[config.mk]
export PLATFORM = sky130hd
export DESIGN_NAME = integer_to_ascii_radix
export DESIGN_NICKNAME = d
export VERILOG_FILES = /design/src/rtl/itoa_pkg.sv /design/src/rtl/itoa_divider.sv /design/src/rtl/itoa_text_buf.sv /design/src/rtl/integer_to_ascii_radix.sv
export SDC_FILE = /design/constraint.sdc
export NUM_CORES = 1
export LEC_CHECK = 0
export ABC_AREA = 1
export CAP_MARGIN = 15
export CORE_MARGIN = 2
export CORE_UTILIZATION = 35
export DETAILED_ROUTE_END_ITERATION = 12
export DONT_BUFFER_PORTS = 1
export GPL_ROUTABILITY_DRIVEN = 0
export MAX_ROUTING_LAYER = met4
export SLEW_MARGIN = 0
export SYNTH_ARGS = -nofsm -noshare
export SYNTH_HDL_FRONTEND = slang
export SYNTH_SLANG_ARGS = --single-unit
[constraint.sdc]
create_clock -name clk -period 10.6 [get_ports clk]
set_clock_uncertainty 0.15 [all_clocks]
set_input_delay 2.12 -clock clk [delete_from_list [all_inputs] [get_ports clk]]
set_output_delay 2.12 -clock clk [all_outputs]
set_load 0.01 [all_outputs]
[src/rtl/itoa_pkg.sv]
// Shared constants, types and the digit-to-character function for the
// integer to ASCII converter. No dependencies.
`timescale 1ns / 1ps

package itoa_pkg;

  localparam int VALUE_BITS  = 32;
  localparam int RADIX_BITS  = 6;
  localparam int CHAR_BITS   = 8;
  localparam int LENGTH_BITS = 6;
  localparam int TEXT_DEPTH  = VALUE_BITS + 1;
  localparam int ADDR_BITS   = $clog2(TEXT_DEPTH);
  localparam int CNT_BITS    = $clog2(TEXT_DEPTH + 1);
  localparam int STEP_BITS   = $clog2(VALUE_BITS);

  localparam logic [RADIX_BITS-1:0] RADIX_MIN   = 6'd2;
  localparam logic [RADIX_BITS-1:0] RADIX_MAX   = 6'd36;
  localparam logic [RADIX_BITS-1:0] RADIX_RESET = 6'd10;
  localparam logic [RADIX_BITS-1:0] RADIX_DEC   = 6'd10;
  localparam logic [RADIX_BITS-1:0] DIGIT_MAX   = 6'd9;

  localparam logic [CHAR_BITS-1:0] CHAR_ZERO  = 8'h30;
  localparam logic [CHAR_BITS-1:0] CHAR_ALPHA = 8'h41;
  localparam logic [CHAR_BITS-1:0] CHAR_MINUS = 8'h2D;
  localparam logic [CHAR_BITS-1:0] CHAR_NUL   = 8'h00;

  typedef enum logic [2:0] {
    S_IDLE,
    S_START,
    S_DIV,
    S_SIGN,
    S_RD,
    S_LOAD,
    S_OUT,
    S_TERM
  } state_t;

  typedef struct packed {
    logic done;
    logic quot_zero;
  } div_status_t;

  function automatic logic [CHAR_BITS-1:0] digit_char(input logic [RADIX_BITS-1:0] d);
    logic [CHAR_BITS-1:0] dx;
    dx = CHAR_BITS'(d);
    if (d > DIGIT_MAX) begin
      return dx - CHAR_BITS'(RADIX_DEC) + CHAR_ALPHA;
    end
    return dx + CHAR_ZERO;
  endfunction

endpackage

[src/rtl/itoa_divider.sv]
// Restoring shift-subtract divider, one quotient bit per cycle.
// Depends on itoa_pkg.
`timescale 1ns / 1ps

module itoa_divider (
  input  logic                                clk,
  input  logic                                rst,
  input  logic                                start,
  input  logic [itoa_pkg::VALUE_BITS-1:0]     dividend,
  input  logic [itoa_pkg::RADIX_BITS-1:0]     divisor,
  output logic [itoa_pkg::VALUE_BITS-1:0]     quotient,
  output logic [itoa_pkg::RADIX_BITS-1:0]     remainder,
  output itoa_pkg::div_status_t               status
);
  import itoa_pkg::*;

  logic [VALUE_BITS-1:0] acc;
  logic [RADIX_BITS-1:0] rem;
  logic [STEP_BITS-1:0]  step;
  logic                  busy;
  logic                  done;
  logic [RADIX_BITS:0]   trial;
  logic [RADIX_BITS:0]   diff;
  logic                  fits;

  always_comb begin
    trial = {rem, acc[VALUE_BITS-1]};
    fits  = trial >= {1'b0, divisor};
    diff  = trial - {1'b0, divisor};
  end

  always_ff @(posedge clk) begin
    if (rst) begin
      busy <= 1'b0;
      done <= 1'b0;
    end else begin
      done <= 1'b0;
      if (start) begin
        busy <= 1'b1;
      end else if (busy && step == STEP_BITS'(VALUE_BITS - 1)) begin
        busy <= 1'b0;
        done <= 1'b1;
      end
    end
  end

  always_ff @(posedge clk) begin
    if (start) begin
      acc  <= dividend;
      rem  <= '0;
      step <= '0;
    end else if (busy) begin
      acc  <= {acc[VALUE_BITS-2:0], fits};
      rem  <= fits ? diff[RADIX_BITS-1:0] : trial[RADIX_BITS-1:0];
      step <= step + 1'b1;
    end
  end

  assign quotient         = acc;
  assign remainder        = rem;
  assign status.done      = done;
  assign status.quot_zero = (acc == '0);

endmodule

[src/rtl/itoa_text_buf.sv]
// Character buffer: one write port, one registered read port.
// Depends on itoa_pkg.
`timescale 1ns / 1ps

module itoa_text_buf (
  input  logic                             clk,
  input  logic                             we,
  input  logic [itoa_pkg::ADDR_BITS-1:0]   waddr,
  input  logic [itoa_pkg::CHAR_BITS-1:0]   wdata,
  input  logic                             re,
  input  logic [itoa_pkg::ADDR_BITS-1:0]   raddr,
  output logic [itoa_pkg::CHAR_BITS-1:0]   rdata
);
  import itoa_pkg::*;

  logic [CHAR_BITS-1:0] mem [TEXT_DEPTH];

  always_ff @(posedge clk) begin
    if (we) begin
      mem[waddr] <= wdata;
    end
  end

  always_ff @(posedge clk) begin
    if (re) begin
      rdata <= mem[raddr];
    end
  end

endmodule

[src/rtl/integer_to_ascii_radix.sv]
// Integer to ASCII text in a configurable radix; top level and sequencer.
// Sequence: per digit, start the divider, wait for the division and write the
// remainder's character; then per character read, load and present it, and
// finally the terminator. One transaction at a time; out_stall holds the output.
// Reset: synchronous, active high; radix returns to 10, sequencer to idle.
// Depends on itoa_pkg, itoa_divider and itoa_text_buf.
`timescale 1ns / 1ps

module integer_to_ascii_radix (
  input  logic                                  clk,
  input  logic                                  rst,
  input  logic                                  radix_wr_en,
  input  logic [itoa_pkg::RADIX_BITS-1:0]       radix_wr_data,
  input  logic                                  in_valid,
  output logic                                  in_stall,
  input  logic signed [itoa_pkg::VALUE_BITS-1:0] value,
  output logic                                  out_valid,
  input  logic                                  out_stall,
  output logic [itoa_pkg::CHAR_BITS-1:0]        char_code,
  output logic                                  last,
  output logic [itoa_pkg::LENGTH_BITS-1:0]      length
);
  import itoa_pkg::*;

  state_t                 state;
  state_t                 state_next;
  logic [RADIX_BITS-1:0]  radix;
  logic [VALUE_BITS-1:0]  mag;
  logic                   neg;
  logic [CNT_BITS-1:0]    n;
  logic [CNT_BITS-1:0]    rd_ptr;
  logic [LENGTH_BITS-1:0] len;
  logic [CHAR_BITS-1:0]   char_q;

  logic                   div_start;
  logic [VALUE_BITS-1:0]  quotient;
  logic [RADIX_BITS-1:0]  remainder;
  div_status_t            div_status;
  logic                   mem_we;
  logic [CHAR_BITS-1:0]   mem_wdata;
  logic                   mem_re;
  logic [CHAR_BITS-1:0]   mem_rdata;
  logic                   in_neg;

  itoa_divider u_divider (
    .clk       (clk),
    .rst       (rst),
    .start     (div_start),
    .dividend  (mag),
    .divisor   (radix),
    .quotient  (quotient),
    .remainder (remainder),
    .status    (div_status)
  );

  itoa_text_buf u_text_buf (
    .clk   (clk),
    .we    (mem_we),
    .waddr (n[ADDR_BITS-1:0]),
    .wdata (mem_wdata),
    .re    (mem_re),
    .raddr (rd_ptr[ADDR_BITS-1:0]),
    .rdata (mem_rdata)
  );

  assign in_neg = (radix == RADIX_DEC) && value[VALUE_BITS-1];

  always_comb begin
    state_next = state;
    case (state)
      S_IDLE:  if (in_valid) state_next = S_START;
      S_START: state_next = S_DIV;
      S_DIV: begin
        if (div_status.done) begin
          if (!div_status.quot_zero) begin
            state_next = S_START;
          end else if (neg) begin
            state_next = S_SIGN;
          end else begin
            state_next = S_RD;
          end
        end
      end
      S_SIGN:  state_next = S_RD;
      S_RD:    state_next = S_LOAD;
      S_LOAD:  state_next = S_OUT;
      S_OUT: begin
        if (!out_stall) begin
          state_next = (rd_ptr == '0) ? S_TERM : S_RD;
        end
      end
      S_TERM:  if (!out_stall) state_next = S_IDLE;
      default: state_next = S_IDLE;
    endcase
  end

  always_comb begin
    in_stall  = (state != S_IDLE);
    div_start = (state == S_START);
    mem_we    = (state == S_DIV && div_status.done) || (state == S_SIGN);
    mem_wdata = (state == S_SIGN) ? CHAR_MINUS : digit_char(remainder);
    mem_re    = (state == S_RD);
    out_valid = (state == S_OUT) || (state == S_TERM);
    last      = (state == S_TERM);
  end

  always_ff @(posedge clk) begin
    if (rst) begin
      state <= S_IDLE;
      radix <= RADIX_RESET;
    end else begin
      state <= state_next;
      if (radix_wr_en) begin
        if (radix_wr_data < RADIX_MIN) begin
          radix <= RADIX_MIN;
        end else if (radix_wr_data > RADIX_MAX) begin
          radix <= RADIX_MAX;
        end else begin
          radix <= radix_wr_data;
        end
      end
    end
  end

  always_ff @(posedge clk) begin
    case (state)
      S_IDLE: begin
        if (in_valid) begin
          neg <= in_neg;
          mag <= in_neg ? $unsigned(-value) : $unsigned(value);
          n   <= '0;
        end
      end
      S_DIV: begin
        if (div_status.done) begin
          mag <= quotient;
          n   <= n + 1'b1;
          if (div_status.quot_zero && !neg) begin
            rd_ptr <= n;
            len    <= LENGTH_BITS'(n + CNT_BITS'(2));
          end
        end
      end
      S_SIGN: begin
        n      <= n + 1'b1;
        rd_ptr <= n;
        len    <= LENGTH_BITS'(n + CNT_BITS'(2));
      end
      S_LOAD: char_q <= mem_rdata;
      S_OUT: begin
        if (!out_stall) begin
          if (rd_ptr == '0) begin
            char_q <= CHAR_NUL;
          end else begin
            rd_ptr <= rd_ptr - 1'b1;
          end
        end
      end
      default: ;
    endcase
  end

  assign char_code = char_q;
  assign length    = len;

endmodule

==> impl_metrics.json <==
{
  "status": "complete, no violations",
  "grt_usage_pct": 16.8,
  "vias": 12283,
  "antenna_found_initial": 0,
  "crit_arrival_ps": 1800,
  "start_util_pct": 35.3,
  "drt-total-wl_um": 42300,
  "power_frac_clock_pct": 24.6,
  "p_leak_nw": 7.11,
  "max-cap-violations": 0,
  "drive_gt1_share_pct": 6.50,
  "critical-path-slowest-cell": "dfxtp_1",
  "ant_nets": 0,
  "diodes": 0,
  "firstDrtPassIters": 5,
  "cell_internal_pwr_w": 0.00366,
  "nets": 1787,
  "synthesis.nets": 1796,
  "grt_pass1_wl_um": 67200,
  "syn_inst": 1731,
  "crit_path_cell_trace": "inv_1, a21oi_1",
  "fin_crit_ps": 4070,
  "netSwitchingFraction_pct": 37.4,
  "io_pins": 60,
  "final_common_cell": "edfxtp_1",
  "switching_power_w": 0.00219,
  "gr-usage-met3_pct": 3.07,
  "vdd_ir_drop_max_mv": 0.189,
  "synth-async-reset-ratio_pct": 0,
  "gr-usage-met1_pct": 22.1,
  "grt_max_degree": 109,
  "crit_type": "flip-flop to output port",
  "hold_slack_ps": 339,
  "crit_required_ps": 8330,
  "final_area_um2": 19600,
  "grt_setup_unrepaired": "no",
  "maxSlewViolCount": 0,
  "power_frac_seq_pct": 42.5,
  "worst-path-max-fanout": 7,
  "root_buffer": "clkbuf_16",
  "p_total_w": 0.00585,
  "htree_levels": 2,
  "syn_area_um2": 17600,
  "port_buffers": 0,
  "ys.flop_type": "edfxtp_1",
  "relSlewSlack_pct": 20.7,
  "die_area_um2": 52100,
  "synth_seq_area_share_pct": 64.4,
  "nFillCells": 4938,
  "hold_violations": 0,
  "ys_types": 42,
  "grt_overflow": 0,
  "final_util_pct": 39.3,
  "cts_sinks": 385,
  "cts_tree": "yes",
  "cp_num_buf_inv": 1,
  "syn_area_per_cell_um2": 10.2,
  "numCtsBuffers": 41,
  "clk_path_buf_depth": 3,
  "synth-edff-count": 363,
  "drc_errors": 0,
  "ctsHoldBuffers": 0,
  "area_delta_synth_final_pct": 11.3,
  "die-height_um": 228,
  "core-area_um2": 49900,
  "power_density_nw_per_um2": 299,
  "drt-initial-drc-count": 1051,
  "critPathMaxStageDelay_ps": 530,
  "clk_pin_slew_worst_paths_ps": 60,
  "synth_seq_cells": 385,
  "worst_pin_slew_ps": 1190,
  "crit_path_start_kind": "flip-flop",
  "via_per_inst": 5.06,
  "p_comb_share_pct": 32.9,
  "grt_pass1_vias": 12010,
  "end_kind": "output port",
  "layout_common_cells": "edfxtp_1 (363), nor2_1 (319), nand2_1 (313)",
  "dp_hpwl_um": 26600,
  "clock_latency_ps": 560,
  "setup_violations": 0,
  "cts_resized": 0,
  "ys_warn_count": 0,
  "critPathTopFamily": "flip-flops",
  "postCtsSetupBuffers": 0,
  "timing.fmax_ghz": 0.246,
  "grt-busiest-layer": "met2",
  "met2_usage_pct": 26.6,
  "post_drt_wl_per_cell_um": 17.5,
  "hp-class": "flip-flop to flip-flop",
  "rows": 82,
  "die_w_um": 228,
  "post_dp_cell_area_um2": 18300,
  "tns_ps": 0,
  "finalCritPeriodShare_pct": 38.3
}
[cell type report]
class,instances,area [µm²],share of cell area [%]
sequential,385,11300,57.9
inverter,143,538,2.75
multi-input combinational,1131,5400,27.5
clock buffer,50,1080,5.51
tap,672,841,4.29
clock inverter,25,255,1.30
timing repair buffer,20,148,0.753
[path summary, 6_finish.rpt]
| check | slack, ps | cells after the start | startpoint | endpoint |
|---|---|---|---|---|
| worst min register to register | 340 | 2 | u_divider.step[4] | u_divider.step[4] |
| worst max-delay path | 6530 | 2 | state[2] | out_valid |
| worst min-delay path | 340 | 2 | u_divider.step[4] | u_divider.step[4] |
| worst max register to register | 6980 | 7 | state[0] | u_text_buf.mem[24][3] |
[kinds of logic after synthesis]
family / count (synthesis) / share of synthesized area, %
xor+xnor: 27 / 1.34
simple gates: 768 / 17.8
buf+inv: 215 / 5.14
fa+ha+maj: 22 / 1.61
flops: 385 / 64.4
compound gates: 314 / 9.73
[worst min-delay path: stages, from the launching register on]
cell     delay [ps]
dfxtp_1         330
a22oi_1          80
inv_1            50
[layer usage]
| layer | vias up | part of all wire [%] | routed length [µm] |
|---|---|---|---|
| li1 | 5920 | - | - |
| met1 | 5953 | 45 | 18900 |
| met2 | 337 | 47 | 19900 |
| met3 | 73 | 5.9 | 2510 |
| met4 | 0 | 2.5 | 1050 |
| met5 | - | 0 | 0 |
[cell usage after synthesis (2+ instances only)]
cell      instances  share of area (%)
a211oi_1          2              0.085
edfxtp_1        363                 62
a21oi_1          26               0.74
buf_4            10               0.43
a22oi_1           2              0.085
ha_1             21                1.5
nor3_1           19               0.54
clkbuf_1         26               0.55
o21ai_1          31               0.88
dfxtp_1          22                2.5
o211ai_1         38                1.6
inv_2             9               0.19
nand3_1          79                2.2
nand4_1          14               0.50
inv_1           133                2.8
nand3b_1          4               0.17
buf_2            30               0.85
a31oi_1           3               0.11
buf_6             3               0.19
buf_1             3              0.064
o22ai_1           8               0.28
nand3_2           2               0.11
nand2_1         313                6.7
nand2_2           4               0.14
xor2_1           17               0.85
nor2_2            3               0.11
xnor2_1          10               0.50
nor2_1          321                6.8
o21ai_0         199                5.7
or2_2             3               0.11
nor2_4            2               0.13
[per-stage QoR]
stage          cells  setup WS [ps]
6_report        2426           6530
3_3_place_gp    2350           6500
2_1_floorplan   1731           6110
5_1_grt         2426           6400
3_5_place_dp    2350           6430
4_1_cts         2425           6540
[state kept, by name (all words and copies together), names as in the netlist, 3 cells and up]
| name | count |
|---|---|
| u_divider.quotient | 32 |
| length | 6 |
| u_divider.step | 5 |
| state | 3 |
| u_text_buf.mem | 264 |
| rd_ptr | 6 |
| char_code | 8 |
| mag | 32 |
| radix | 6 |
| u_divider.remainder | 6 |
| n | 6 |
| u_text_buf.rdata | 8 |
[power by group through the flow]
stage                     registers, W  logic, W  clock network [W]
after floorplan                0.00245   0.00133                  0
after global placement         0.00252   0.00190                  0
after detailed placement       0.00252   0.00194                  0
after CTS                      0.00249   0.00194            0.00147
after global routing           0.00252   0.00218            0.00153
final                          0.00249   0.00192            0.00144
Power figures use the tool's default switching activity.
